**config.mk**
```make
export PLATFORM = sky130hd
export DESIGN_NAME = dccb_queue
export DESIGN_NICKNAME = d
export VERILOG_FILES = /design/src/sv/dccb_pkg.sv /design/src/sv/dccb_queue.sv
export SDC_FILE = /design/constraint.sdc
export NUM_CORES = 1
export LEC_CHECK = 0
export BUFFER_PORTS_ARGS = -buffer_cell sky130_fd_sc_hd__buf_2
export CORE_ASPECT_RATIO = 1.75
export CORE_UTILIZATION = 50
export CTS_CLUSTER_SIZE = 10
export DETAILED_ROUTE_END_ITERATION = 12
export PLACE_DENSITY = 0.68
export SYNTH_ARGS = -nofsm -noshare
export SYNTH_HDL_FRONTEND = slang
export SYNTH_SLANG_ARGS = --single-unit
```
**constraint.sdc**
```tcl
create_clock -name clk -period 40.6 [get_ports clk]
set_input_delay 6.09 -clock clk [delete_from_list [all_inputs] [get_ports clk]]
set_output_delay 6.09 -clock clk [all_outputs]
set_load 0.03 [all_outputs]
```
**src/sv/dccb_pkg.sv**
```systemverilog
`timescale 1ns / 1ps

package dccb_pkg;

  // Fixed-point formats and counter range of the block.
  localparam int MAX_COMMANDS    = 65536;
  localparam int COORD_FRAC_BITS = 8;
  localparam int SCALE_FRAC_BITS = 12;
  localparam int PIX_FRAC_BITS   = COORD_FRAC_BITS + SCALE_FRAC_BITS;

  // Field widths.
  localparam int COORD_W = 24;
  localparam int EDGE_W  = COORD_W + 1;
  localparam int SCALE_W = 16;
  localparam int PROD_W  = EDGE_W + SCALE_W + 1;
  localparam int INT_W   = PROD_W - PIX_FRAC_BITS;
  localparam int PIX_W   = 15;
  localparam int TEX_W   = 16;
  localparam int CNT_W   = $clog2(MAX_COMMANDS);
  localparam int SIZE_W  = CNT_W + 1;

  // Stream word widths.
  localparam int IN_DATA_W  = 8 * COORD_W + TEX_W;
  localparam int OUT_DATA_W = 160;

  // Result queue.
  localparam int QUEUE_DEPTH = 8;
  localparam int QPTR_W      = $clog2(QUEUE_DEPTH);

  // Configuration register indexes.
  localparam logic [1:0] REG_DPI_SCALE    = 2'd0;
  localparam logic [1:0] REG_FRAME_WIDTH  = 2'd1;
  localparam logic [1:0] REG_FRAME_HEIGHT = 2'd2;

  // Configuration reset values.
  localparam logic [SCALE_W-1:0] DPI_SCALE_RESET    = 16'd4096;
  localparam logic [PIX_W-1:0]   FRAME_WIDTH_RESET  = 15'd1920;
  localparam logic [PIX_W-1:0]   FRAME_HEIGHT_RESET = 15'd1080;

  // One paint command.
  typedef struct packed {
    logic                      first_of_frame;
    logic signed [COORD_W-1:0] bounds_x;
    logic signed [COORD_W-1:0] bounds_y;
    logic signed [COORD_W-1:0] bounds_w;
    logic signed [COORD_W-1:0] bounds_h;
    logic signed [COORD_W-1:0] clip_x;
    logic signed [COORD_W-1:0] clip_y;
    logic signed [COORD_W-1:0] clip_w;
    logic signed [COORD_W-1:0] clip_h;
    logic [TEX_W-1:0]          texture;
  } cmd_t;

  // Culled and scaled command handed to the batch stage.
  typedef struct packed {
    logic             valid;
    logic             first_of_frame;
    logic             kept;
    logic [TEX_W-1:0] texture;
    logic [PIX_W-1:0] left;
    logic [PIX_W-1:0] top;
    logic [PIX_W-1:0] width;
    logic [PIX_W-1:0] height;
  } scissor_t;

  // One result word.
  typedef struct packed {
    logic              kept;
    logic              starts_batch;
    logic [CNT_W-1:0]  command_number;
    logic [CNT_W-1:0]  instance_slot;
    logic [CNT_W-1:0]  batch_number;
    logic [PIX_W-1:0]  scissor_x;
    logic [PIX_W-1:0]  scissor_y;
    logic [PIX_W-1:0]  scissor_w;
    logic [PIX_W-1:0]  scissor_h;
    logic [TEX_W-1:0]  batch_texture;
    logic [CNT_W-1:0]  batch_first;
    logic [SIZE_W-1:0] batch_size;
  } result_t;

  // Sign extension of a coordinate to edge width.
  function automatic logic signed [EDGE_W-1:0] sext_coord(input logic signed [COORD_W-1:0] v);
    return {v[COORD_W-1], v};
  endfunction

endpackage

```
**src/sv/dccb_queue.sv**
```systemverilog
`timescale 1ns / 1ps

module dccb_queue
  import dccb_pkg::*;
(
  input  logic    clk,
  input  logic    rst,
  input  logic    wr_en,
  input  result_t wr_data,
  output logic    rd_valid,
  input  logic    rd_ready,
  output result_t rd_data
);

  result_t          entries [QUEUE_DEPTH];
  logic [QPTR_W-1:0] wr_ptr, rd_ptr;
  logic [QPTR_W:0]   count;
  logic              rd_en;

  assign rd_valid = (count != '0);
  assign rd_en    = rd_valid && rd_ready;
  assign rd_data  = entries[rd_ptr];

  // Pointers and fill count.
  always_ff @(posedge clk) begin
    if (rst) begin
      wr_ptr <= '0;
      rd_ptr <= '0;
      count  <= '0;
    end else begin
      if (wr_en) begin
        wr_ptr <= wr_ptr + 1'b1;
      end
      if (rd_en) begin
        rd_ptr <= rd_ptr + 1'b1;
      end
      count <= count + (QPTR_W + 1)'(wr_en) - (QPTR_W + 1)'(rd_en);
    end
  end

  // Storage.
  always_ff @(posedge clk) begin
    if (wr_en) begin
      entries[wr_ptr] <= wr_data;
    end
  end

endmodule

```
# [Word level (Yosys, flattened, before mapping)]
# Memories as Yosys holds them, arrays and structs flattened. A register that Yosys moved wholly into a read port is not among the register bits.
# Index checks and enable logic that the tools add are counted.
[totals] register_bits=10 latchBits=0 ram_bits=1272 rom_bits=0 inputBits=163 output_inout_bits=160 wordCells=14 mem_count=1
[op_classes] n_addsub=4 mul=0 div_mod_pow=0 order_cmp=0 eq_ne=0 n_shift=0 n_mux=4 bitwise_logic=0 n_reduce_logical=2
[mem_list] name="entries" words=8 width=159 rd=1 rd_ports_with_merged_regs=1 write_ports=1 line="dccb_queue.sv:15" text="result_t entries [QUEUE_DEPTH];"
[op_table] op="adder 3 x 1 -> 3 bit, second input constant" count=2
[op_table] op="two-way mux 3 bit" count=2
[op_table] op="adder 4 x 1 -> 4 bit" count=1
[op_table] op="nonzero test 4 bit" count=1
[op_table] op="subtractor 4 x 1 -> 4 bit" count=1
[op_table] op="two-way mux 1 bit" count=2
[op_table] op="logical AND 1 bit" count=1

# [Depth between registers and ports, before layout]
[depth] depth_word=4 mapped_depth=11 mapped_depth_nobuf=11

# [Least setup slack after synthesis]
# Ideal clock, no wire load.
[synth_timing] path_type="input to register" from="input wr_en" to="memory entries[0][0] (netlist bit), enable pin" setup_time_ns=0.873 arrival_time_ns=16.901 required_ns=39.727 slack_ns=22.826 path_stages=2 path_buffers=0 cell_sequence="nand2b_1 nor3_1"
[synth_between] elab_chain_cells=2
[synth_lines] item="start, declared" line="dccb_queue.sv:8" text="input logic wr_en,"
[synth_lines] item="two-way mux 1 bit" line="dccb_queue.sv:43" text="if (wr_en) begin"
[synth_lines] item="two-way mux 1 bit (implied by the code)" line="dccb_queue.sv:44" text="entries[wr_ptr] <= wr_data;"
[synth_lines] item="end, declared" line="dccb_queue.sv:15"
# Every way passes these cells.

==> flow_summary.yaml <==
sta:
  fin_crit_sh_pct: 28.27
  fmax_ghz: 0.08713
  tns_ns: 0
  slew_headroom_pct: 29.60
  worstMarginPinSlew_ns: 1.056
  hold_violations: 0
  clock_skew_ns: 0.01296
  fin_crit_ns: 11.48
  finalHoldWorstSlack_ns: 0.5309
  drv_slew: 0
  setup_viol: 0
  rsz0062_at_grt: "false"
synthesis:
  syn_area_mm2: 0.04820
  synth.distinct_cells: 25
  syn_nets: 2084
  ys_top_cells_by_area: "edfxtp_1 (79%), mux4_2 (15%), mux2_2 (3.8%)"
  synth_seq_area_share_pct: 79.78
  yosysWarnings: 0
  synth_top_area_share_pct: 79.24
  yosys.area.top_type: "edfxtp_1"
  syn_inst: 1914
  ys_ff_latch: 1285
  syn-mean-instance-area_um2: 25.18
finish:
  drive_above_1_share_pct: 42.83
  register_area_mm2: 0.03847
  finalNonFillerCells: 3583
  finish.instance_area_mm2: 0.05535
  fin_nets: 2499
  area_delta_synth_final_pct: 14.83
  utilization_pct: 57.94
  layout_commonest_cell: "edfxtp_1"
  multiInputGateArea_mm2: 0.009359
  final_cell_mix: "edfxtp_1 (1272), buf_2 (322), mux4_2 (318)"
  num-fill-cells: 6752
run_status:
  status: "finished, final reports clean"
setup_path:
  crit_path_cell_trace: "buf_4, buf_4, buf_4, mux4_2, mux2_2, buf_2"
  cpPeakStageDelay_ns: 0.90
  cpLargestDelayFamily: "buffers and inverters"
  path_buf_inv: 4
  endpoint_kind: "output port"
  critPathArrivalTime_ns: 5.39
  critPathRequiredTime_ns: 34.51
  path_max_fanout: 52
  cpMostUsedCell: "buf_4"
  setup.worst_path.start_class: "flip-flop"
  worstSetupPathType: "reg -> out"
  crit_slowest_cell: "buf_4"
grt:
  gr-usage-all-layers_pct: 20.61
  grt_pass1_vias: 23590
  grt_first_pass_wirelength_um: 146500
  grt_overflow: 0
  antenna_found_initial: 27
  grt_max_degree: 129
clock_network:
  cts.path.max_buffers: 3
  htree_num_levels: 4
  clock_sinks: 1285
  worstSkewPairLatency_ns: 0.74
  postCtsSetupBuffers: 0
  cts_root_buf: "clkbuf_16"
  post_cts_resized: 0
  cts_hold_buf: 0
  path_clk_slew_ns: 0.05
  cts_tree: "yes"
  numCtsBuffers: 146
route:
  drt_first_iter_violations: 1423
  ant_nets: 0
  via_per_inst: 5.951
  wirelength_um: 98270
  drc_errors: 0
  firstDrtPassIters: 5
  via_count: 21320
  wl_per_cell_um: 27.43
run:
  maxCapViolCount: 0
floorplanning:
  rows: 150
  core_mm2: 0.09553
  initial_core_util_pct: 50.46
  io_pins: 323
  die-area_mm2: 0.09770
  die_h_um: 412.7
  dieWidth_um: 236.7
placed_design:
  placed_cell_area_mm2: 0.05132
  dp_hpwl_um: 53290
  routabilityCongestion: 0.7282
  numPortBuffers: 322
  placed_cells: 3397
pwr:
  irDropWorstVdd_uv: 47.24
  power_density_mw_per_mm2: 56.82
  p_leak_nw: 17.46
worst_hold_path:
  min-delay-path-class: "reg -> reg"
==> layout make-up <==
type	instances	share of cell area [%]
Antenna cell	9	0.04069
Multi-Input combinational cell	531	16.91
Inverter	8	0.05425
Clock buffer	167	6.973
Tap cell	1216	2.749
Sequential cell	1285	69.50
Clock inverter	10	0.2780
Timing Repair Buffer	357	3.499
==> registers in the layout, summed over array words and instances (netlist names), named ones only <==
name / cells
wr_ptr: 3
count: 4
entries: 1272
rd_ptr: 3
==> per-layer routing <==
metal	vias to the layer above	global-route usage (%)	share of wire [%]
met5	-	0	0.23
met4	34	6.594	2.3
met3	187	5.743	6.5
met2	654	35.59	52
met1	11460	25.10	39
li1	8990	-	-
==> cells by family after synthesis <==
group           share of synthesized area, %
xor+xnor                             0.05452
compound gates                        0.1116
fa+ha+maj                             0.1973
flops                                  79.78
buf+inv                               0.9163
simple gates                          0.2985
mux                                    18.64
==> stage by stage <==
stage / worst slack, ns / power [mW]
2_1_floorplan: 22.83 / 1.897
4_1_cts: 28.84 / 3.183
5_1_grt: 28.57 / 3.249
3_3_place_gp: 29.74 / 2.031
6_report: 29.12 / 3.145
3_5_place_dp: 29.68 / 2.039
==> where the power goes <==
part / leakage [nW] / total, mW / internal [mW] / switching [mW]
clock: 1.96 / 1.14 / 0.670 / 0.471
sequential: 11.7 / 1.51 / 1.50 / 0.0170
combinational: 3.84 / 0.490 / 0.195 / 0.295
total: 17.5 / 3.15 / 2.36 / 0.782
==> synthesized netlist by cell type, drive strengths merged <==
cell and instances:
a31o 1, mux4 318, fa 1, inv 8, dfxtp 13, edfxtp 1272
xor2 2, mux2 161, nor2b 2, nand2b 4, mux2i 1, a21oi 6
buf 50, o21ai 3, nand3 3, or3 1, nand2 5, nor3 2
nor2 13, xnor2 1, clkbuf 40, ha 6, nor3b 1
==> worst paths after layout <==
kind / startpoint / to / slack [ns] / cells past startpoint
max: flip-flop / rd_data[71] / 29.12 / 6
min: rd_ptr[2]$_SDFFE_PP0P_ / flip-flop / 0.53 / 2
max reg2reg: wr_ptr[2]$_SDFFE_PP0P_ / entries[4][103]$_DFFE_PP_ / 37.12 / 5
min reg2reg: rd_ptr[2]$_SDFFE_PP0P_ / flip-flop / 0.53 / 2
==> worst min-delay path, stage by stage (launching register included) <==
cell and delay, ns:
dfxtp_1 0.31, o21ai_0 0.10, a21oi_1 0.08
(Power assumes the default switching activity.)
