**src/sv/dccb_pkg.sv**
```systemverilog
`timescale 1ns / 1ps

package dccb_pkg;

  // Fixed-point formats and counter range of the block.
  localparam int MAX_COMMANDS    = 65536;
  localparam int COORD_FRAC_BITS = 8;
  localparam int SCALE_FRAC_BITS = 12;
  localparam int PIX_FRAC_BITS   = COORD_FRAC_BITS + SCALE_FRAC_BITS;

  // Field widths.
  localparam int COORD_W = 24;
  localparam int EDGE_W  = COORD_W + 1;
  localparam int SCALE_W = 16;
  localparam int PROD_W  = EDGE_W + SCALE_W + 1;
  localparam int INT_W   = PROD_W - PIX_FRAC_BITS;
  localparam int PIX_W   = 15;
  localparam int TEX_W   = 16;
  localparam int CNT_W   = $clog2(MAX_COMMANDS);
  localparam int SIZE_W  = CNT_W + 1;

  // Stream word widths.
  localparam int IN_DATA_W  = 8 * COORD_W + TEX_W;
  localparam int OUT_DATA_W = 160;

  // Result queue.
  localparam int QUEUE_DEPTH = 8;
  localparam int QPTR_W      = $clog2(QUEUE_DEPTH);

  // Configuration register indexes.
  localparam logic [1:0] REG_DPI_SCALE    = 2'd0;
  localparam logic [1:0] REG_FRAME_WIDTH  = 2'd1;
  localparam logic [1:0] REG_FRAME_HEIGHT = 2'd2;

  // Configuration reset values.
  localparam logic [SCALE_W-1:0] DPI_SCALE_RESET    = 16'd4096;
  localparam logic [PIX_W-1:0]   FRAME_WIDTH_RESET  = 15'd1920;
  localparam logic [PIX_W-1:0]   FRAME_HEIGHT_RESET = 15'd1080;

  // One paint command.
  typedef struct packed {
    logic                      first_of_frame;
    logic signed [COORD_W-1:0] bounds_x;
    logic signed [COORD_W-1:0] bounds_y;
    logic signed [COORD_W-1:0] bounds_w;
    logic signed [COORD_W-1:0] bounds_h;
    logic signed [COORD_W-1:0] clip_x;
    logic signed [COORD_W-1:0] clip_y;
    logic signed [COORD_W-1:0] clip_w;
    logic signed [COORD_W-1:0] clip_h;
    logic [TEX_W-1:0]          texture;
  } cmd_t;

  // Culled and scaled command handed to the batch stage.
  typedef struct packed {
    logic             valid;
    logic             first_of_frame;
    logic             kept;
    logic [TEX_W-1:0] texture;
    logic [PIX_W-1:0] left;
    logic [PIX_W-1:0] top;
    logic [PIX_W-1:0] width;
    logic [PIX_W-1:0] height;
  } scissor_t;

  // One result word.
  typedef struct packed {
    logic              kept;
    logic              starts_batch;
    logic [CNT_W-1:0]  command_number;
    logic [CNT_W-1:0]  instance_slot;
    logic [CNT_W-1:0]  batch_number;
    logic [PIX_W-1:0]  scissor_x;
    logic [PIX_W-1:0]  scissor_y;
    logic [PIX_W-1:0]  scissor_w;
    logic [PIX_W-1:0]  scissor_h;
    logic [TEX_W-1:0]  batch_texture;
    logic [CNT_W-1:0]  batch_first;
    logic [SIZE_W-1:0] batch_size;
  } result_t;

  // Sign extension of a coordinate to edge width.
  function automatic logic signed [EDGE_W-1:0] sext_coord(input logic signed [COORD_W-1:0] v);
    return {v[COORD_W-1], v};
  endfunction

endpackage

```
**src/sv/dccb_geom.sv**
```systemverilog
`timescale 1ns / 1ps

module dccb_geom
  import dccb_pkg::*;
(
  input  logic               clk,
  input  logic               rst,
  input  logic               in_valid,
  input  cmd_t               in_cmd,
  input  logic [SCALE_W-1:0] dpi_scale,
  input  logic [PIX_W-1:0]   frame_width,
  input  logic [PIX_W-1:0]   frame_height,
  output scissor_t           out_sc
);

  // Stage 0: input register.
  logic v0;
  cmd_t c0;

  // Stage 1: overlap test and clip edges.
  logic                     v1, fof1, hit1;
  logic [TEX_W-1:0]         tex1;
  logic signed [EDGE_W-1:0] el1, et1, er1, eb1;

  // Stage 2: scaled edges.
  logic                     v2, fof2, hit2;
  logic [TEX_W-1:0]         tex2;
  logic signed [PROD_W-1:0] pl2, pt2, pr2, pb2;

  logic signed [EDGE_W-1:0] bx, by, bw, bh, cx, cy, cw, ch;
  logic signed [EDGE_W-1:0] b_right, b_bottom, c_right, c_bottom;
  logic                     hit_next;
  logic signed [SCALE_W:0]  scale_s;
  logic [PIX_W-1:0]         left, top, right, bottom, sw, sh;
  logic                     kept_next;

  // Left or top edge: zero when negative, else floor, then clamp.
  function automatic logic [PIX_W-1:0] floor_px(input logic signed [PROD_W-1:0] p,
                                                input logic [PIX_W-1:0] limit);
    logic [INT_W-1:0] f;
    f = p[PROD_W-1:PIX_FRAC_BITS];
    if (p[PROD_W-1]) begin
      return '0;
    end else if (f > INT_W'(limit)) begin
      return limit;
    end else begin
      return f[PIX_W-1:0];
    end
  endfunction

  // Right or bottom edge: zero when not positive, else ceiling, then clamp.
  function automatic logic [PIX_W-1:0] ceil_px(input logic signed [PROD_W-1:0] p,
                                               input logic [PIX_W-1:0] limit);
    logic [INT_W:0] c;
    c = {1'b0, p[PROD_W-1:PIX_FRAC_BITS]} + (INT_W + 1)'(|p[PIX_FRAC_BITS-1:0]);
    if (p[PROD_W-1] || p == '0) begin
      return '0;
    end else if (c > (INT_W + 1)'(limit)) begin
      return limit;
    end else begin
      return c[PIX_W-1:0];
    end
  endfunction

  // Overlap test on the registered command.
  always_comb begin
    bx       = sext_coord(c0.bounds_x);
    by       = sext_coord(c0.bounds_y);
    bw       = sext_coord(c0.bounds_w);
    bh       = sext_coord(c0.bounds_h);
    cx       = sext_coord(c0.clip_x);
    cy       = sext_coord(c0.clip_y);
    cw       = sext_coord(c0.clip_w);
    ch       = sext_coord(c0.clip_h);
    b_right  = bx + bw;
    b_bottom = by + bh;
    c_right  = cx + cw;
    c_bottom = cy + ch;
    hit_next = (bw > 0) && (bh > 0) && (cw > 0) && (ch > 0) &&
               (bx < c_right) && (cx < b_right) &&
               (by < c_bottom) && (cy < b_bottom);
  end

  assign scale_s = $signed({1'b0, dpi_scale});

  // Pixel scissor from the scaled edges.
  always_comb begin
    left      = floor_px(pl2, frame_width);
    top       = floor_px(pt2, frame_height);
    right     = ceil_px(pr2, frame_width);
    bottom    = ceil_px(pb2, frame_height);
    sw        = (right > left) ? right - left : '0;
    sh        = (bottom > top) ? bottom - top : '0;
    kept_next = hit2 && (sw != '0) && (sh != '0);
  end

  // Stage registers; only the valid bits are reset.
  always_ff @(posedge clk) begin
    if (rst) begin
      v0           <= 1'b0;
      v1           <= 1'b0;
      v2           <= 1'b0;
      out_sc.valid <= 1'b0;
    end else begin
      v0           <= in_valid;
      v1           <= v0;
      v2           <= v1;
      out_sc.valid <= v2;
    end
    c0                    <= in_cmd;
    fof1                  <= c0.first_of_frame;
    tex1                  <= c0.texture;
    hit1                  <= hit_next;
    el1                   <= cx;
    et1                   <= cy;
    er1                   <= c_right;
    eb1                   <= c_bottom;
    fof2                  <= fof1;
    tex2                  <= tex1;
    hit2                  <= hit1;
    pl2                   <= el1 * scale_s;
    pt2                   <= et1 * scale_s;
    pr2                   <= er1 * scale_s;
    pb2                   <= eb1 * scale_s;
    out_sc.first_of_frame <= fof2;
    out_sc.texture        <= tex2;
    out_sc.kept           <= kept_next;
    out_sc.left           <= left;
    out_sc.top            <= top;
    out_sc.width          <= sw;
    out_sc.height         <= sh;
  end

endmodule

```
**config.mk**
```make
export PLATFORM = sky130hd
export DESIGN_NAME = dccb_geom
export DESIGN_NICKNAME = d
export VERILOG_FILES = /design/src/sv/dccb_pkg.sv /design/src/sv/dccb_geom.sv
export SDC_FILE = /design/constraint.sdc
export NUM_CORES = 2
export LEC_CHECK = 0
export BUFFER_PORTS_ARGS = -buffer_cell sky130_fd_sc_hd__buf_2
export CORE_ASPECT_RATIO = 0.8
export CORE_MARGIN = 2
export CORE_UTILIZATION = 60
export DETAILED_ROUTE_END_ITERATION = 6
export PLACE_DENSITY = 0.83
export SYNTH_ARGS = -nofsm -noshare
export SYNTH_HDL_FRONTEND = slang
export SYNTH_SLANG_ARGS = --single-unit
```
**constraint.sdc**
```tcl
create_clock -name clk -period 8.85 [get_ports clk]
set_input_delay 0.885 -clock clk [delete_from_list [all_inputs] [get_ports clk]]
set_output_delay 0.885 -clock clk [all_outputs]
set_load 0.02 [all_outputs]
```
* After elaboration in Yosys (flattened, before gate mapping)
Cells that the tools add are included.
Widths: inputs -> output; s select.
** Storage, ports and cells
- Bits of input ports :: 258
- Flip-flop bits (word level) :: 593
** Operators by class
- Magnitude comparators :: 14
- Multiply operators :: 4
- Multiplexer cells :: 10
- Reductions and logical operators :: 17
- Add/subtract/negate cells :: 8
** Operator list (number)
- $mux 15 :: 10
- $add 24x24->25 :: 4
- $lt 24x25->1 :: 4
- $gt 24x1->1 const B :: 4
- $logic_not 42->1 :: 2
- $mul 25x17->42 :: 2
- $mul 24x17->41 :: 2
- $add 22x1->23 :: 2
- $gt 23x15->1 :: 2
- $gt 22x15->1 :: 2
- $reduce_or 20->1 :: 2
- $gt 15x15->1 :: 2
- $reduce_bool 15->1 :: 2
- $sub 15x15->15 :: 2
- $logic_and 1x1->1 :: 9
- $logic_or 1x1->1 :: 2

* Logic depth before layout (Yosys ltp)
- Word-level depth :: 10
- Gate-level depth with buffers :: 32

* Least setup slack after synthesis
No wires, ideal clock.
- Kind :: input port to flip-flop
- Start point :: input port dpi_scale[2]
- End point :: register pt2[31]
- Required time :: 8.778 ns
- Arrival :: 7.218 ns
- Stages on the path :: 26
- Library setup time :: 0.072 ns
- Path slack :: 1.559 ns
- Path buffers :: 3
- Cell sequence :: clkbuf_1 -> clkbuf_1 -> clkbuf_1 -> nand2_1 -> fa_1 -> inv_1 -> fa_1 -> inv_1 -> fa_1 -> inv_1 -> fa_1 -> inv_1 -> fa_1 -> inv_1 -> fa_1 -> ha_1 -> a211o_1 -> a221oi_1 -> a2bb2oi_1 -> a21oi_1 -> o21a_1 -> o21a_1 -> o21a_1 -> or2_2 -> a21oi_1 -> xnor2_1
** On the way
- Word-level cells in the longest chain between the ends :: 1
** Ends and longest elaborated chain
- start, declared :: RTL line dccb_geom.sv:10 : input logic [SCALE_W-1:0] dpi_scale,
- $mul 24x17->41 :: RTL line dccb_geom.sv:122 : pt2 <= et1 * scale_s;
- end signal, assigned :: RTL line dccb_geom.sv:122
- end, declared :: RTL line dccb_geom.sv:28 : logic signed [PROD_W-1:0] pl2, pt2, pr2, pb2;
No other way between the ends.
A chain may end at the register's enable or synchronous reset.

* Final worst setup path
- Start point :: register pb2[17]
- End point :: register out_sc[76] (netlist name)
** On the way
- Word-level cells in the longest chain between the ends :: 9
** Ends and longest elaborated chain
- start, declared :: RTL line dccb_geom.sv:28
- start signal, assigned :: RTL line dccb_geom.sv:124 : pb2 <= eb1 * scale_s;
- $reduce_or 20->1 :: RTL line dccb_geom.sv:55 : c = {1'b0, p[PROD_W-1:PIX_FRAC_BITS]} + (INT_W + 1)'(|p[PIX_FRAC_BITS-1:0]);
- $add 22x1->23 :: RTL line dccb_geom.sv:55
- $gt 23x15->1 :: RTL line dccb_geom.sv:58 : end else if (c > (INT_W + 1)'(limit)) begin
- $mux 15 :: RTL line dccb_geom.sv:58
- $mux 15 (*) :: RTL line dccb_geom.sv:56 : if (p[PROD_W-1] || p == '0) begin
- $sub 15x15->15 or $gt 15x15->1 (tied branches) :: RTL line dccb_geom.sv:93 : sh = (bottom > top) ? bottom - top : '0;
- $mux 15 (*) :: RTL line dccb_geom.sv:93
- $reduce_bool 15->1 (*) :: RTL line dccb_geom.sv:94 : kept_next = hit2 && (sw != '0) && (sh != '0);
- $logic_and 1x1->1 (*) :: RTL line dccb_geom.sv:94
- net kept_next :: RTL line dccb_geom.sv:35 : logic kept_next;
- end, declared :: RTL line dccb_geom.sv:13 : output scissor_t out_sc
Mark *: on every way through the listed nets, which the timed path passes. The rest lies on a longest branch.

==> impl_results.md <==
* IO Pins at between 300 and 400
* Die height at roughly 320 µm
* Worst Path Arrival at about 8.5 ns
* Post-CTS sizing at 0
* Clock sink count at 551
* PortBufs at about 340
* WP data required at around 9.5 ns
* Root Buffer: clkbuf_16
* Min-delay src: in_cmd[45]
* CP max stage delay at 0.47 ns
* Num CTS Buffers at 60
* WL per Instance at a little over 20 µm
* Clock Latency Late Sink at between 0.7 and 0.8 ns
* Commonest non-fill, non-tap cell in the layout: inv_1
* Worst r2r path cells at 33
* Post-CTS Setup Inserts at 0
* Top FF cell, synth: dfxtp_1
* Fillers at around 9800
* RR Startpoint: pb2[17]
* Number of global-route vias before repair at between 60000 and 70000
* Die X at 404.8 µm
* Initial core utilization at just over 60%
* Die footprint at roughly 0.13 mm²
* Post-synth net total at between 10000 and 15000
* Pin slew with the least headroom to its limit at ~1.2 ns
* Status: completed
* Total GRT Usage at about a third
* Drt via density at ~5.7
* Synth Instances at roughly 8200
* Routed vias at 57310
* Core area at approximately 0.13 mm²
* Final design area excluding fillers at between 0.08 and 0.09 mm²
* Cell Area, Placed at between 0.08 and 0.09 mm²
* Max Root-Sink Buffers at 3
* CP Launch Point: pb2[17]
* TritonCTS clock tree: built
* Global-route wire length before repair at 332300 µm
* Core Rows at ~120
* Final worst-path cycle share at about nine tenths
* GRT overflow at 0
* Initial antenna violation count at 7
* Hold Buf Count CTS at 0
* FF+latch count, synth at roughly 550
* Most frequent cells in the layout: inv_1, fa_1, nand2_1
* Nets at ~11000
* Max_slew headroom at 19.30%
* Setup Total Neg Slack at 0 ns
* Critical path endpoint category: register
* Synth warn at 0
* Synth async-reset ratio at 0%
* Worst Setup Path Type: register to register
* Router iterations before antenna repair at 7
* Pin count of the biggest net entering global routing at 64
* Post-Route WL at 206900 µm
* Crit-path most repeated cell: ha_1
* Hold Crit Class: primary input to register
* Maxcap violations at 0
* Worst R2R Setup Slack at 1.01 ns
* Final HPWL DP at ~170000 µm
* H-tree depth at 2
* Final clock skew at approximately 0.073 ns
* Crit-path max FO at 5
* Synth-to-Final Area Change at 7.351%
* Post-synth cell types at a little under 90
* Setup crit start kind: register
* RSZ-0062 raised after global routing: false
* Final setup vio count at 0
* Post-synth EDFFs at 0
* GP Congestion at 1.025
* Avg Inst Size Synth at between 9 and 10 µm²
* Layout cells sized above 1 at ~7%
* Slowest-stage cell, CP: nor4_1
* Post-DRT Antenna Nets at 0
* Hold Path Stages at 1
* Final Max Slew Viols at 0
* Achievable Freq at ~130 MHz
* Sequential fraction of the synthesis area at between 10 and 15%
* # DRC at 0
* DR iter-0 viols at about 4800
* Clk slew on worst S/H paths at roughly 0.07 ns
* Final hold vios at 0
* Fin crit period at 7.845 ns
* Synthesized area at about 0.077 mm²
-- sequential cells by signal, indices dropped and copies added, names as in the netlist, 21 cells and up --
name    flops
el1        24
bh         24
et1        24
pr2        42
out_sc     79
pb2        42
er1        25
pt2        21
bx         24
c0        113
pl2        21
eb1        25
by         24
bw         24
-- per-stage QoR --
step	hold WS (ns)	instances	util [%]	setup slack [ns]
after floorplan	0.3096	8221	-	1.559
after CTS	0.2014	10140	64.97	0.9484
final	0.2404	10140	64.98	1.005
after global routing	0.2180	10140	64.97	0.2991
after global placement	0.3097	10030	63.26	0.7341
after detailed placement	0.3121	10030	63.26	0.6284
-- routing by layer --
| metal | wire length [µm] | vias up | global-route usage (%) |
|---|---|---|---|
| met3 | 26260 | 523 | 10.38 |
| met1 | 81840 | 28630 | 43.82 |
| li1 | - | 25190 | - |
| met4 | 7249 | 4 | 10.27 |
| met5 | 129 | - | 0 |
| met2 | 91390 | 2969 | 49.65 |
-- final cells by class --
class                   instances  area (µm²)  area share [%]
multi-input cells            5578       58190           70.32
flip-flops and latches        551       11030           13.33
inverters                    1806        6779           8.192
repair buffers                425        2475           2.991
well taps                    1666        2085           2.519
clock buffers                  72        1607           1.941
clock inverters                40       575.6          0.6955
diodes                          4       10.01         0.01210
-- synthesized netlist by cell type, drive strengths merged, types with 6 or more instances --
master,instances,area (µm²)
a211o,12,105.1
xnor2,168,1471
ha,691,8646
o2111ai,6,58.80
o21ai,119,599.3
nor4,46,287.8
a211oi,16,125.1
clkbuf,281,1055
and4,9,78.83
nand3,64,325.3
a31o,6,52.55
a221oi,7,61.31
or4,11,87.58
nand2b,47,294.0
o31a,6,52.55
and2,639,3998
inv,1806,6779
o31ai,8,60.06
nand2,1053,3955
nand4,44,275.3
nor2b,44,275.3
fa,1538,30790
a21oi,206,1046
or2,43,269.0
a21boi,15,112.6
o21bai,26,195.2
nor2,236,885.9
o21a,46,345.3
o211ai,13,97.59
dfxtp,551,11030
a2111oi,6,58.80
and3,26,162.7
xor2,99,867.1
or3,16,100.1
a31oi,17,112.6
mux2i,64,640.6
nor3,63,326.6
a21o,108,810.8
-- worst paths after layout --
path,endpoint
worst max-delay path,out_sc[76]
worst min-delay path,c0[45]
worst max register to register,out_sc[76]
worst min register to register,out_sc[71]
-- logic make-up after synthesis --
| logic type | synth area share, % |
|---|---|
| simple gates | 14.79 |
| fa+ha+maj | 51.16 |
| buf+inv | 10.22 |
| compound gates | 5.668 |
| flops | 14.31 |
| xor+xnor | 3.033 |
| mux | 0.8310 |
-- worst max-delay path: cells and delay by family, from the launching register on --
| family | cells | cell delay (ns) |
|---|---|---|
| compound gates | 13 | 2.99 |
| simple gates | 12 | 2.21 |
| fa+ha+maj | 4 | 1.20 |
| buf+inv | 2 | 0.49 |
| flops | 1 | 0.31 |
| mux | 1 | 0.29 |
| xor+xnor | 1 | 0.25 |
Power is left out: the tool's default activity adds up to more than one toggle a clock period on the data nets, which glitch-free logic cannot reach.
