`config.mk`:
```
export PLATFORM = sky130hd
export DESIGN_NAME = dccb_batch
export DESIGN_NICKNAME = d
export VERILOG_FILES = /design/src/sv/dccb_pkg.sv /design/src/sv/dccb_batch.sv
export SDC_FILE = /design/constraint.sdc
export NUM_CORES = 1
export LEC_CHECK = 0
export ABC_AREA = 1
export BUFFER_PORTS_ARGS = -buffer_cell sky130_fd_sc_hd__buf_2
export CAP_MARGIN = 10
export CORE_MARGIN = 2
export CORE_UTILIZATION = 37
export DETAILED_ROUTE_END_ITERATION = 8
export GPL_TIMING_DRIVEN = 0
export HOLD_SLACK_MARGIN = 0.03
export PLACE_DENSITY = 0.64
export SETUP_SLACK_MARGIN = 0.1
export SLEW_MARGIN = 20
export SYNTH_ARGS = -nofsm -noshare
export SYNTH_HDL_FRONTEND = slang
export SYNTH_SLANG_ARGS = --single-unit
```
`constraint.sdc`:
```
create_clock -name clk -period 6.2 [get_ports clk]
set_input_delay 1.55 -clock clk [delete_from_list [all_inputs] [get_ports clk]]
set_output_delay 1.55 -clock clk [all_outputs]
set_load 0.005 [all_outputs]
```
`src/sv/dccb_pkg.sv`:
```
`timescale 1ns / 1ps

package dccb_pkg;

  // Fixed-point formats and counter range of the block.
  localparam int MAX_COMMANDS    = 65536;
  localparam int COORD_FRAC_BITS = 8;
  localparam int SCALE_FRAC_BITS = 12;
  localparam int PIX_FRAC_BITS   = COORD_FRAC_BITS + SCALE_FRAC_BITS;

  // Field widths.
  localparam int COORD_W = 24;
  localparam int EDGE_W  = COORD_W + 1;
  localparam int SCALE_W = 16;
  localparam int PROD_W  = EDGE_W + SCALE_W + 1;
  localparam int INT_W   = PROD_W - PIX_FRAC_BITS;
  localparam int PIX_W   = 15;
  localparam int TEX_W   = 16;
  localparam int CNT_W   = $clog2(MAX_COMMANDS);
  localparam int SIZE_W  = CNT_W + 1;

  // Stream word widths.
  localparam int IN_DATA_W  = 8 * COORD_W + TEX_W;
  localparam int OUT_DATA_W = 160;

  // Result queue.
  localparam int QUEUE_DEPTH = 8;
  localparam int QPTR_W      = $clog2(QUEUE_DEPTH);

  // Configuration register indexes.
  localparam logic [1:0] REG_DPI_SCALE    = 2'd0;
  localparam logic [1:0] REG_FRAME_WIDTH  = 2'd1;
  localparam logic [1:0] REG_FRAME_HEIGHT = 2'd2;

  // Configuration reset values.
  localparam logic [SCALE_W-1:0] DPI_SCALE_RESET    = 16'd4096;
  localparam logic [PIX_W-1:0]   FRAME_WIDTH_RESET  = 15'd1920;
  localparam logic [PIX_W-1:0]   FRAME_HEIGHT_RESET = 15'd1080;

  // One paint command.
  typedef struct packed {
    logic                      first_of_frame;
    logic signed [COORD_W-1:0] bounds_x;
    logic signed [COORD_W-1:0] bounds_y;
    logic signed [COORD_W-1:0] bounds_w;
    logic signed [COORD_W-1:0] bounds_h;
    logic signed [COORD_W-1:0] clip_x;
    logic signed [COORD_W-1:0] clip_y;
    logic signed [COORD_W-1:0] clip_w;
    logic signed [COORD_W-1:0] clip_h;
    logic [TEX_W-1:0]          texture;
  } cmd_t;

  // Culled and scaled command handed to the batch stage.
  typedef struct packed {
    logic             valid;
    logic             first_of_frame;
    logic             kept;
    logic [TEX_W-1:0] texture;
    logic [PIX_W-1:0] left;
    logic [PIX_W-1:0] top;
    logic [PIX_W-1:0] width;
    logic [PIX_W-1:0] height;
  } scissor_t;

  // One result word.
  typedef struct packed {
    logic              kept;
    logic              starts_batch;
    logic [CNT_W-1:0]  command_number;
    logic [CNT_W-1:0]  instance_slot;
    logic [CNT_W-1:0]  batch_number;
    logic [PIX_W-1:0]  scissor_x;
    logic [PIX_W-1:0]  scissor_y;
    logic [PIX_W-1:0]  scissor_w;
    logic [PIX_W-1:0]  scissor_h;
    logic [TEX_W-1:0]  batch_texture;
    logic [CNT_W-1:0]  batch_first;
    logic [SIZE_W-1:0] batch_size;
  } result_t;

  // Sign extension of a coordinate to edge width.
  function automatic logic signed [EDGE_W-1:0] sext_coord(input logic signed [COORD_W-1:0] v);
    return {v[COORD_W-1], v};
  endfunction

endpackage

```
`src/sv/dccb_batch.sv`:
```
`timescale 1ns / 1ps

module dccb_batch
  import dccb_pkg::*;
(
  input  logic     clk,
  input  logic     rst,
  input  scissor_t sc,
  output logic     res_valid,
  output result_t  res
);

  localparam logic [SIZE_W-1:0] SIZE_LIMIT = SIZE_W'(MAX_COMMANDS);

  logic [CNT_W-1:0]  command_count;
  logic [CNT_W-1:0]  instance_count;
  logic              batch_open;
  logic [CNT_W-1:0]  batch_index;
  logic [PIX_W-1:0]  open_scissor_x, open_scissor_y, open_scissor_w, open_scissor_h;
  logic [TEX_W-1:0]  open_texture;
  logic [CNT_W-1:0]  open_first;
  logic [SIZE_W-1:0] open_size;

  logic [CNT_W-1:0]  cmd_no, slot, next_index;
  logic              open_now, match;
  logic [SIZE_W-1:0] size_inc;

  // A frame start clears the counters and closes the open batch first.
  always_comb begin
    cmd_no     = sc.first_of_frame ? '0 : command_count;
    slot       = sc.first_of_frame ? '0 : instance_count;
    open_now   = batch_open && !sc.first_of_frame;
    next_index = open_now ? batch_index + 1'b1 : '0;
    match      = open_now && (sc.texture == open_texture) &&
                 (sc.left == open_scissor_x) && (sc.top == open_scissor_y) &&
                 (sc.width == open_scissor_w) && (sc.height == open_scissor_h);
    size_inc   = (open_size == SIZE_LIMIT) ? open_size : open_size + 1'b1;
  end

  // Result word; a dropped command reports only its position.
  always_comb begin
    res                = '0;
    res.command_number = cmd_no;
    if (sc.kept) begin
      res.kept          = 1'b1;
      res.starts_batch  = !match;
      res.instance_slot = slot;
      res.batch_number  = match ? batch_index : next_index;
      res.scissor_x     = sc.left;
      res.scissor_y     = sc.top;
      res.scissor_w     = sc.width;
      res.scissor_h     = sc.height;
      res.batch_texture = sc.texture;
      res.batch_first   = match ? open_first : slot;
      res.batch_size    = match ? size_inc : SIZE_W'(1);
    end
  end

  assign res_valid = sc.valid;

  // Counters and batch state.
  always_ff @(posedge clk) begin
    if (rst) begin
      command_count  <= '0;
      instance_count <= '0;
      batch_open     <= 1'b0;
      batch_index    <= '0;
    end else if (sc.valid) begin
      command_count <= cmd_no + 1'b1;
      if (sc.kept) begin
        instance_count <= slot + 1'b1;
        batch_open     <= 1'b1;
        batch_index    <= res.batch_number;
      end else if (sc.first_of_frame) begin
        instance_count <= '0;
        batch_open     <= 1'b0;
        batch_index    <= '0;
      end
    end
  end

  // Open batch description, only read while a batch is open.
  always_ff @(posedge clk) begin
    if (sc.valid && sc.kept) begin
      open_scissor_x <= res.scissor_x;
      open_scissor_y <= res.scissor_y;
      open_scissor_w <= res.scissor_w;
      open_scissor_h <= res.scissor_h;
      open_texture   <= res.batch_texture;
      open_first     <= res.batch_first;
      open_size      <= res.batch_size;
    end
  end

endmodule

```
-- Word level (Yosys, flattened, before mapping)
Index checks and enable logic that the tools add are counted.
- reduce and logical (&&, ||, !) cells: 11
- multiplexer cells: 14
- add/sub/neg operators: 4
- eq/ne operators: 6
- operators by type and width (kind ; number):
    141-bit two-way mux ; 1
    16-bit two-way mux ; 8
    15-bit equality test ; 4
    16-bit by 1-bit adder with 16-bit output (second input constant) ; 3
    17-bit two-way mux ; 2
    17-bit by 1-bit adder with 17-bit output (second input constant) ; 1
    17-bit equality test (second input constant) ; 1
    16-bit equality test ; 1
    1-bit logical AND ; 7
    1-bit zero test ; 2
    1-bit two-way mux ; 2
    2-bit two-way mux ; 1
    2-bit AND reduction ; 1
    2-bit nonzero test ; 1
- input port bits: 81
- bits in registers: 158
- word-level logic and storage cells: 46

-- Longest topological paths before layout
Gate-level depths: netlist (run 1).
- word-level depth: 10
- depth in mapped cells: 15
- depth with buffers taken out: 14

-- Worst setup path after synthesis (run 1)
No wires, ideal clock.
- kind: input -> register
- from: in sc[78] (netlist name)
- to: reg instance_count[15]
- arrival: 4.830 ns
- stages: 7
- path slack: 1.255 ns
- path buffers: 1
- required time: 6.084 ns
- cell sequence: clkbuf_1 nand2_1 inv_1 nand4_1 nand2b_1 o21ai_0 nor2_1
- RTL lines (element ; RTL line ; source):
    start: declaration ; dccb_batch.sv:8 ; input scissor_t sc,
    end signal: assignment ; dccb_batch.sv:71 ; instance_count <= slot + 1'b1;
    end: declaration ; dccb_batch.sv:16 ; logic [CNT_W-1:0] instance_count;

==> impl_results.md, run 1 <==
- Status: finished clean
- Tmin final: 5190 ps
- Vias: approximately 9000
- Worst EP required: 4650 ps
- Post-DP HPWL: roughly 21 mm
- Asr flop ratio synth: 0
- #FFs+latches synth: between 150 and 200
- Mean Syn Cell Area: between 6 and 7 µm²
- Post-synth EDFFs: approximately 110
- Die X-Extent: approximately 160 µm
- H-tree level count: 4
- Hold slack: 465 ps
- Rows: between 50 and 60
- Peak supply drop: 0.168 mV
- Max-Slew Margin vs Limit: 0.459
- Nature of the critical path startpoint: primary input
- CTS hold repair buffers: 0
- CP Capture Type: primary output
- Top FF cell, synth: edfxtp_1
- Worst Hold Depth: 2
- Area of the multi-input gates: slightly below 4000 µm²
- First-pass GRT wire length: ~43 mm
- Die ar.: roughly 27000 µm²
- Cells after Synth: roughly 1400
- TritonCTS clock tree: built
- Final #Nets: around 1700
- Worst-margin pin slew: ~800 ps
- Reg2Reg Setup Slack: 3840 ps
- Distinct cells, synth: 40
- Max cap viols: 0
- DRT Pass-1 Iters: 5
- Syn Nets: 1458
- CTS Sinks: 158
- Final GP Congestion: 0.874
- Clock latency reported for the late side of the worst-skew pair: between 400 and 500 ps
- CTS clk-pin slew, worst paths: 70 ps
- Initial DRC count: approximately 570
- Worst Skew: roughly 13 ps
- Largest net degree at the start of global routing: just over 60
- Final ANT Viol Nets: 0
- HP Start: command_count[1]
- FF+latch area: roughly 4300 µm²
- Fin. Hold Viols: 0
- Area delta synth->final: 23.9%
- Initial Utilization: 0.377
- Yosys warns: 0
- Post-cts sizing count: 0
- Vias in the first global route: approximately 8600
- WL final: about 28 mm
- Max Root-Sink Buffers: 2
- Setup TNS: 0 ps
- Fmax achieved: 193 MHz
- GRT Total Usage: 0.206
- Root Buffer: clkbuf_16
- Pins Over Slew Limit: 0
- RSZ-0062 raised after global routing: false
- Reg2Reg Depth: 14
- Lkg Pwr: 6.56 nW
- Critical path class: primary input to primary output
- # IOs: roughly 240
- Post-DP Area: around 11000 µm²
- Final setup viols: 0
- Hold Crit Class: flip-flop to flip-flop
- Fraction of layout cells with a size suffix above 1: 0.181
- Hold EP: command_count[1]
- Final worst-path cycle share: 0.837
- CP arrival: about 3600 ps
- Worst reg2reg startpoint: batch_open
- # Post-CTS Setup Buffers: 0
- DIE HEIGHT: roughly 160 µm
- Critical R2R Capture: open_first[1]
- DR WL/cell: ~14 µm
- Cell Area, Synth: between 9000 and 10000 µm²
- I/O Buffers: approximately 240
- DR vias/cell: roughly 4.6
- Core box area: between 20000 and 30000 µm²
- Filler cells: 2587
- Post-route cell area: between 10000 and 15000 µm²
- Grt total ovfl: 0
- DRC Markers: 0
- Crit path max fanout: 10
- Sequential cell area fraction in the yosys report: 0.449
- PwrDens: 227 nW/µm²
- Cts bufs inserted: 17
- Initial antenna violation count: 2
## worst max-delay path, stage by stage
cell      delay [ps]
buf_2            170
clkbuf_1         420
clkbuf_1         520
clkbuf_1         550
nand2_1          130
inv_1            150
buf_2            130
## cells in the mapped netlist, types with 6 or more instances
library cell	count	area [µm²]
a21oi_1	38	190
buf_2	6	30.0
clkbuf_1	22	82.6
dfxtp_1	49	981
edfxtp_1	109	3270
ha_1	6	75.1
inv_1	321	1200
nand2_1	428	1610
nand3_1	60	300
nand4_1	21	131
nor2_1	152	571
nor3_1	29	145
o21ai_0	54	270
xnor2_1	15	131
xor2_1	11	96.3
## per-stage QoR
step,total power [mW],setup WS [ps],std cells,util
floorplan,1.42,1250,1371,-
global placement,1.55,-601,1939,0.440
detailed placement,1.56,951,1940,0.442
CTS,2.70,935,1972,0.466
global route,2.79,797,1973,0.467
finish,2.67,1010,1974,0.467
## power breakdown
group          total [mW]  leakage, nW  switching, mW  internal, mW
clock                1.13        0.308          0.481         0.651
sequential           1.21         1.36         0.0313          1.18
combinational       0.319         4.90          0.204         0.115
## per-layer routing
layer,part of all wire,track usage
met5,0.00061,0
met4,0.025,0.0730
met3,0.095,0.0472
met2,0.46,0.346
met1,0.42,0.258
## logic make-up after synthesis
group                      after synthesis  synth area share
DFF                                    158             0.449
and+or+nand+nor                        709             0.309
buffers and inverters                  361             0.146
muxes                                    1           0.00106
adders and majority gates                6           0.00792
AOI/OAI and AO/OA                      110            0.0637
xor gates and xnor gates                26            0.0240
## placed cells by master (no fill, tap or decap), types with 3 or more instances in the layout
cell type / instances
nor2_1: 152
xnor2_1: 15
a21oi_1: 38
or2_2: 4
buf_1: 5
a21oi_2: 4
bufinv_16: 3
ha_1: 6
buf_2: 244
nand2_1: 428
xor2_1: 11
nand3_1: 60
inv_6: 8
nor3_1: 29
dfxtp_1: 49
o221ai_1: 3
nand4_1: 21
inv_1: 320
inv_2: 3
o21ai_0: 54
clkbuf_16: 17
clkbuf_1: 22
o21a_1: 4
edfxtp_1: 109
nor4_1: 5
## worst max-delay path by stage
| stage | from | end | slack, ps | cells after the start |
|---|---|---|---|---|
| 3_3_place_gp | sc[78] | instance_count[15] | -600 | 7 |
| 3_5_place_dp | sc[76] | res[100] | 950 | 7 |
| 4_1_cts | sc[76] | res[100] | 940 | 7 |
| 5_1_grt | sc[77] | res[25] | 800 | 14 |
| 2_1_floorplan | sc[78] | instance_count[15] | 1250 | 7 |
| 6_report | sc[76] | res[100] | 1010 | 7 |
## cell type report
class / count / area share
Antenna cell: 2 / 0.000426
Buffer: 37 / 0.0144
Clock buffer: 17 / 0.0362
Clock inverter: 15 / 0.0169
Inverter: 324 / 0.104
Multi-Input combinational cell: 852 / 0.327
Sequential cell: 158 / 0.362
Tap cell: 330 / 0.0351
Timing Repair Buffer: 239 / 0.104
## sequential cells by signal, summed over array words and instances (netlist names)
| register | count |
|---|---|
| batch_index | 16 |
| instance_count | 16 |
| command_count | 16 |
| open_texture | 16 |
| open_scissor_x | 15 |
| open_scissor_h | 15 |
| batch_open | 1 |
| open_scissor_w | 15 |
| open_first | 16 |
| open_size | 17 |
| open_scissor_y | 15 |
Power figures use the tool's default switching activity.
==> run 2: changes to the inputs <==
- PLACE_DENSITY: 0.64 -> 0.66
- clock period: 6.2 -> 4.6 ns (I/O delays scaled with it)
==> impl_results.md, run 2 (same netlist as run 1, synthesis figures left out) <==
- Top reg by flops: open_size
- RSZ-0062 raised after global routing: false
- Critical R2R Capture: open_first[1]
- Net Sw Power: 985 µW
- Max-Slew Margin vs Limit: 0.516
- Status: finished clean
- Final #Nets: about 1700
- DR vias/cell: 4.62
- Initial DRC count: ~600
- Tmin final: 4240 ps
- H-tree level count: 4
- CTS hold repair buffers: 0
- Worst setup path end: res[115]
- CP dominant cell by count: nand2_1
- Crit-path max cell delay: ~420 ps
- Initial antenna violation count: 3
- WL final: 27.9 mm
- Vias: just over 9000
- DRT Pass-1 Iters: 5
- Crit path max fanout: 10
- Internal Dissipation: about 2.5 mW
- Post-DP HPWL: about 21 mm
- Worst reg2reg startpoint: open_scissor_h[4]
- Fin. Hold Viols: 0
- Lkg Pwr: between 6 and 7 nW
- Initial Utilization: 0.377
- Worst path cell trace: buf_2, xnor2_1, nand2_1, nor2_1, nand2_1, inv_1, nand2_1, nor2_1, buf_2, nand4_1, nand2_1, buf_2
- Setup TNS: 0 ps
- Root Buffer: clkbuf_16
- Dpl ws: 50.3 ps
- Core box area: between 20000 and 30000 µm²
- Worst EP required: roughly 3500 ps
- Reg2Reg Depth: 11
- Max cap viols: 0
- Most common cell after layout, fill and taps aside: nand2_1
- Clock share of power: 0.399
- Pins Over Slew Limit: 0
- Placed cell count: about 1900
- Clock latency reported for the late side of the worst-skew pair: about 430 ps
- Worst Skew: roughly 13 ps
- Final GP Congestion: ~0.86
- Sw frac: 0.286
- DR WL/cell: 14.1 µm
- Nature of the critical path startpoint: primary input
- Final ANT Viol Nets: 0
- CP arrival: about 3100 ps
- Fraction of layout cells with a size suffix above 1: 0.185
- Die X-Extent: about 160 µm
- Fin cells: 1976
- Vias in the first global route: between 8000 and 9000
- Largest net degree at the start of global routing: 34
- Peak supply drop: around 0.17 mV
- Worst-margin pin slew: roughly 730 ps
- DRC Markers: 0
- Final WS setup: approximately 360 ps
- Final setup viols: 0
- I/O Buffers: approximately 240
- CTS clk-pin slew, worst paths: 60 ps
- Hold slack: 462 ps
- Fmax achieved: between 200 and 250 MHz
- First-pass GRT wire length: about 43 mm
- Critical path class: primary input to primary output
- Worst Hold Depth: 2
- Die ar.: around 27000 µm²
- # IOs: ~240
- GRT Total Usage: 0.205
- Rows: a little under 60
- Max Root-Sink Buffers: 2
- Sequential Power Share: 0.475
- Cts bufs inserted: 17
- Final worst-path cycle share: 0.922
- CP max-delay cell: nor2_1
- Reg2Reg Setup Slack: ~2300 ps
- Most frequent cells in the layout: 428 x nand2_1, 320 x inv_1, 244 x buf_2, 151 x nor2_1, 109 x edfxtp_1
- TritonCTS clock tree: built
- DIE HEIGHT: 164 µm
- Area delta synth->final: 23.6%
- Hold Crit Class: flip-flop to flip-flop
- Worst Setup SP: sc[4]
- CTS Sinks: approximately 160
- Largest register FFs: 17
- Grt total ovfl: 0
- PwrDens: 294 nW/µm²
- Comb power frac: 0.126
- CP Capture Type: primary output
## run 2: cell types whose count changed in the layout (fill, tap and decap cells not counted), moves of 3 or more
cell	change
bufinv_16	-3
inv_6	-4
buf_12	+3
clkinvlp_4	+4
## run 2: worst min-delay path by stage
stage                            startpoint                end  slack, ps
after global routing      instance_count[0]  instance_count[0]        490
after detailed placement  instance_count[0]  instance_count[0]        460
after global placement    instance_count[0]  instance_count[0]        450
after floorplan            command_count[1]   command_count[1]        430
after CTS                 instance_count[0]  instance_count[0]        470
final                     instance_count[0]  instance_count[0]        460
## run 2: what timing repair did
item | 4_1_cts | 5_1_grt
buffers inserted | 0 | 1
pin swaps | 0 | 1
setup endpoints to repair | 6 | 5
resized for setup | 2 | 1
## run 2: critical path: cells and delay by family
| kind | cells | cell delay [ps] |
|---|---|---|
| xor gates and xnor gates | 1 | 160 |
| and+or+nand+nor | 7 | 1150 |
| buffers and inverters | 4 | 630 |
## run 2: final cells by class
cell class                      count  area [µm²]
Buffer                             37         171
Inverter                          324        1220
Clock buffer                       17         425
Timing Repair Buffer              242        1260
Multi-Input combinational cell    852        3850
Fill cell                        2577       13500
Sequential cell                   158        4250
Antenna cell                        1        2.50
Clock inverter                     15         129
Tap cell                          330         413
## run 2: stage by stage
stage / instance area, µm² / power (mW) / utilization
2_1_floorplan: 9490 / 1.92 / -
3_3_place_gp: 11100 / 2.09 / 0.440
3_5_place_dp: 11200 / 2.10 / 0.443
4_1_cts: 11700 / 3.49 / 0.465
5_1_grt: 11700 / 3.61 / 0.465
6_report: 11700 / 3.45 / 0.465
## run 2: per-layer routing
| metal | routed length, µm | global-route usage |
|---|---|---|
| met1 | 12300 | 0.258 |
| met2 | 13000 | 0.343 |
| met3 | 2050 | 0.0548 |
| met4 | 531 | 0.0638 |
| met5 | 20 | 0 |
## run 2: power by group through the flow
stage	clock network, mW	registers [mW]	logic (mW)
2_1_floorplan	0	1.66	0.258
3_3_place_gp	0	1.67	0.420
3_5_place_dp	0	1.67	0.436
4_1_cts	1.41	1.64	0.438
5_1_grt	1.47	1.65	0.497
6_report	1.38	1.64	0.434
==> run 3: changes to the inputs <==
- CTS_CLUSTER_SIZE: default -> 24
- REMOVE_ABC_BUFFERS: default -> 1
==> impl_results.md, run 3 (same netlist as run 1, synthesis figures left out) <==
- CTS Sinks: 158
- # IOs: 241
- Hold EP: batch_open
- Rows: a little under 60
- Power Total: about 3.5 mW
- Final GP Congestion: ~0.82
- Critical path class: primary input to primary output
- RSZ-0062 raised after global routing: false
- Reg2Reg Setup Slack: 2230 ps
- Setup TNS: 0 ps
- Largest net degree at the start of global routing: around 60
- Reg2Reg Depth: 11
- Root Buffer: clkbuf_16
- Hold Crit Class: flip-flop to flip-flop
- Fraction of layout cells with a size suffix above 1: 0.188
- CP arrival: about 3200 ps
- Clock latency reported for the late side of the worst-skew pair: 430 ps
- Nature of the critical path startpoint: primary input
- First-pass GRT wire length: 40.6 mm
- Worst-margin pin slew: between 900 and 1000 ps
- Final ANT Viol Nets: 0
- Post-DP Area: ~11000 µm²
- Worst EP required: between 3000 and 4000 ps
- Util after Layout: 0.463
- WL final: ~26 mm
- Initial Utilization: 0.377
- Fin. Hold Viols: 0
- Post-DP HPWL: 19.2 mm
- Core box area: 25200 µm²
- DRC Markers: 0
- Most frequent cells in the layout: 428 x nand2_1, 319 x inv_1, 239 x buf_2, 149 x nor2_1, 109 x edfxtp_1
- Grt total ovfl: 0
- Initial DRC count: ~610
- Max-Slew Margin vs Limit: 0.380
- H-tree level count: 4
- CP Capture Type: primary output
- HP Start: batch_open
- I/O Buffers: 240
- PwrDens: around 300 nW/µm²
- Worst Hold Depth: 2
- Vias in the first global route: approximately 8000
- Tmin final: around 4300 ps
- CTS hold repair buffers: 0
- Worst reg2reg startpoint: open_scissor_y[8]
- DR WL/cell: between 10 and 15 µm
- Post-route cell area: 11700 µm²
- Cts bufs inserted: 17
- Worst Skew: 14.1 ps
- Fmax achieved: between 200 and 250 MHz
- Peak supply drop: between 0.15 and 0.2 mV
- Lkg Pwr: approximately 6.5 nW
- GRT Total Usage: 0.192
- Max cap viols: 0
- DR vias/cell: approximately 4.6
- Largest register FFs: 17
- CTS clk-pin slew, worst paths: 70 ps
- Status: finished clean
- Pins Over Slew Limit: 0
- Die X-Extent: between 150 and 200 µm
- Critical R2R Capture: open_first[1]
- Max Root-Sink Buffers: 2
- Dpl ws: -812 ps
- Final setup viols: 0
- Area delta synth->final: 22.9%
- Filler cells: about 2600
- DRT Pass-1 Iters: 7
- Initial antenna violation count: 0
- Most common cell after layout, fill and taps aside: nand2_1
- DIE HEIGHT: 164 µm
- Crit path max fanout: 14
- Vias: 8937
- Die ar.: 26900 µm²
- Final worst-path cycle share: 0.940
- TritonCTS clock tree: built
- Final WS setup: 276 ps
- Top reg by flops: open_size
- Final #Nets: 1690
## run 3: changes by cell type in the layout (fill, tap and decap cells not counted), sizes merged
cell / previous run / this run
inv: 331 / 334
clkinv: 4 / 3
nand3: 61 / 62
clkinvlp: 4 / 0
buf: 257 / 249
clkbuf: 39 / 19
## run 3: how the worst max path moves through the flow
stage | endpoint | cells after the start | startpoint
floorplan | instance_count[15] | 6 | sc[78]
global placement | instance_count[15] | 7 | sc[76]
detailed placement | res[5] | 13 | sc[77]
CTS | res[5] | 11 | sc[38]
global route | res[10] | 11 | sc[38]
finish | res[5] | 11 | sc[38]
## run 3: layer usage
metal  part of all wire  global-route usage
met1               0.45               0.245
met2               0.48               0.328
met3              0.069              0.0470
met4             0.0094              0.0459
met5                  0                   0
## run 3: area by class of cell
cell class | count | area [µm²] | share of cell area
sequential | 158 | 4250 | 0.365
antenna | 1 | 2.50 | 0.000215
multi-input combinational | 853 | 3870 | 0.332
clock inverter | 13 | 113 | 0.00966
tap | 330 | 413 | 0.0354
inverter | 324 | 1220 | 0.105
timing repair buffer | 249 | 1330 | 0.114
clock buffer | 19 | 454 | 0.0390
## run 3: repair_timing
item | CTS | global route
resized for setup | 2 | 2
pin swaps | 3 | 1
setup endpoints to repair | 50 | 32
cloned | 1 | 0
buffers inserted | 6 | 1
## run 3: report_power, final
part | total (mW) | switching (mW) | internal (mW)
Clock | 1.40 | 0.657 | 0.746
Sequential | 1.64 | 0.0419 | 1.60
Combinational | 0.414 | 0.262 | 0.152
## run 3: per-stage QoR
stage               std cells  hold WS (ps)
CTS                      1945           464
finish                   1947           461
floorplan                1334           434
detailed placement       1906           454
global placement         1904           448
global route             1946           494
## run 3: worst max-delay path, stage by stage
cell and delay (ps):
buf_2 110, xnor2_1 250, nand2_1 80, nor3_1 230, nand2_1 120, nor2_2 280, nand3_4 180, nor2_8 210
inv_2 170, nor3_1 220, buf_2 170
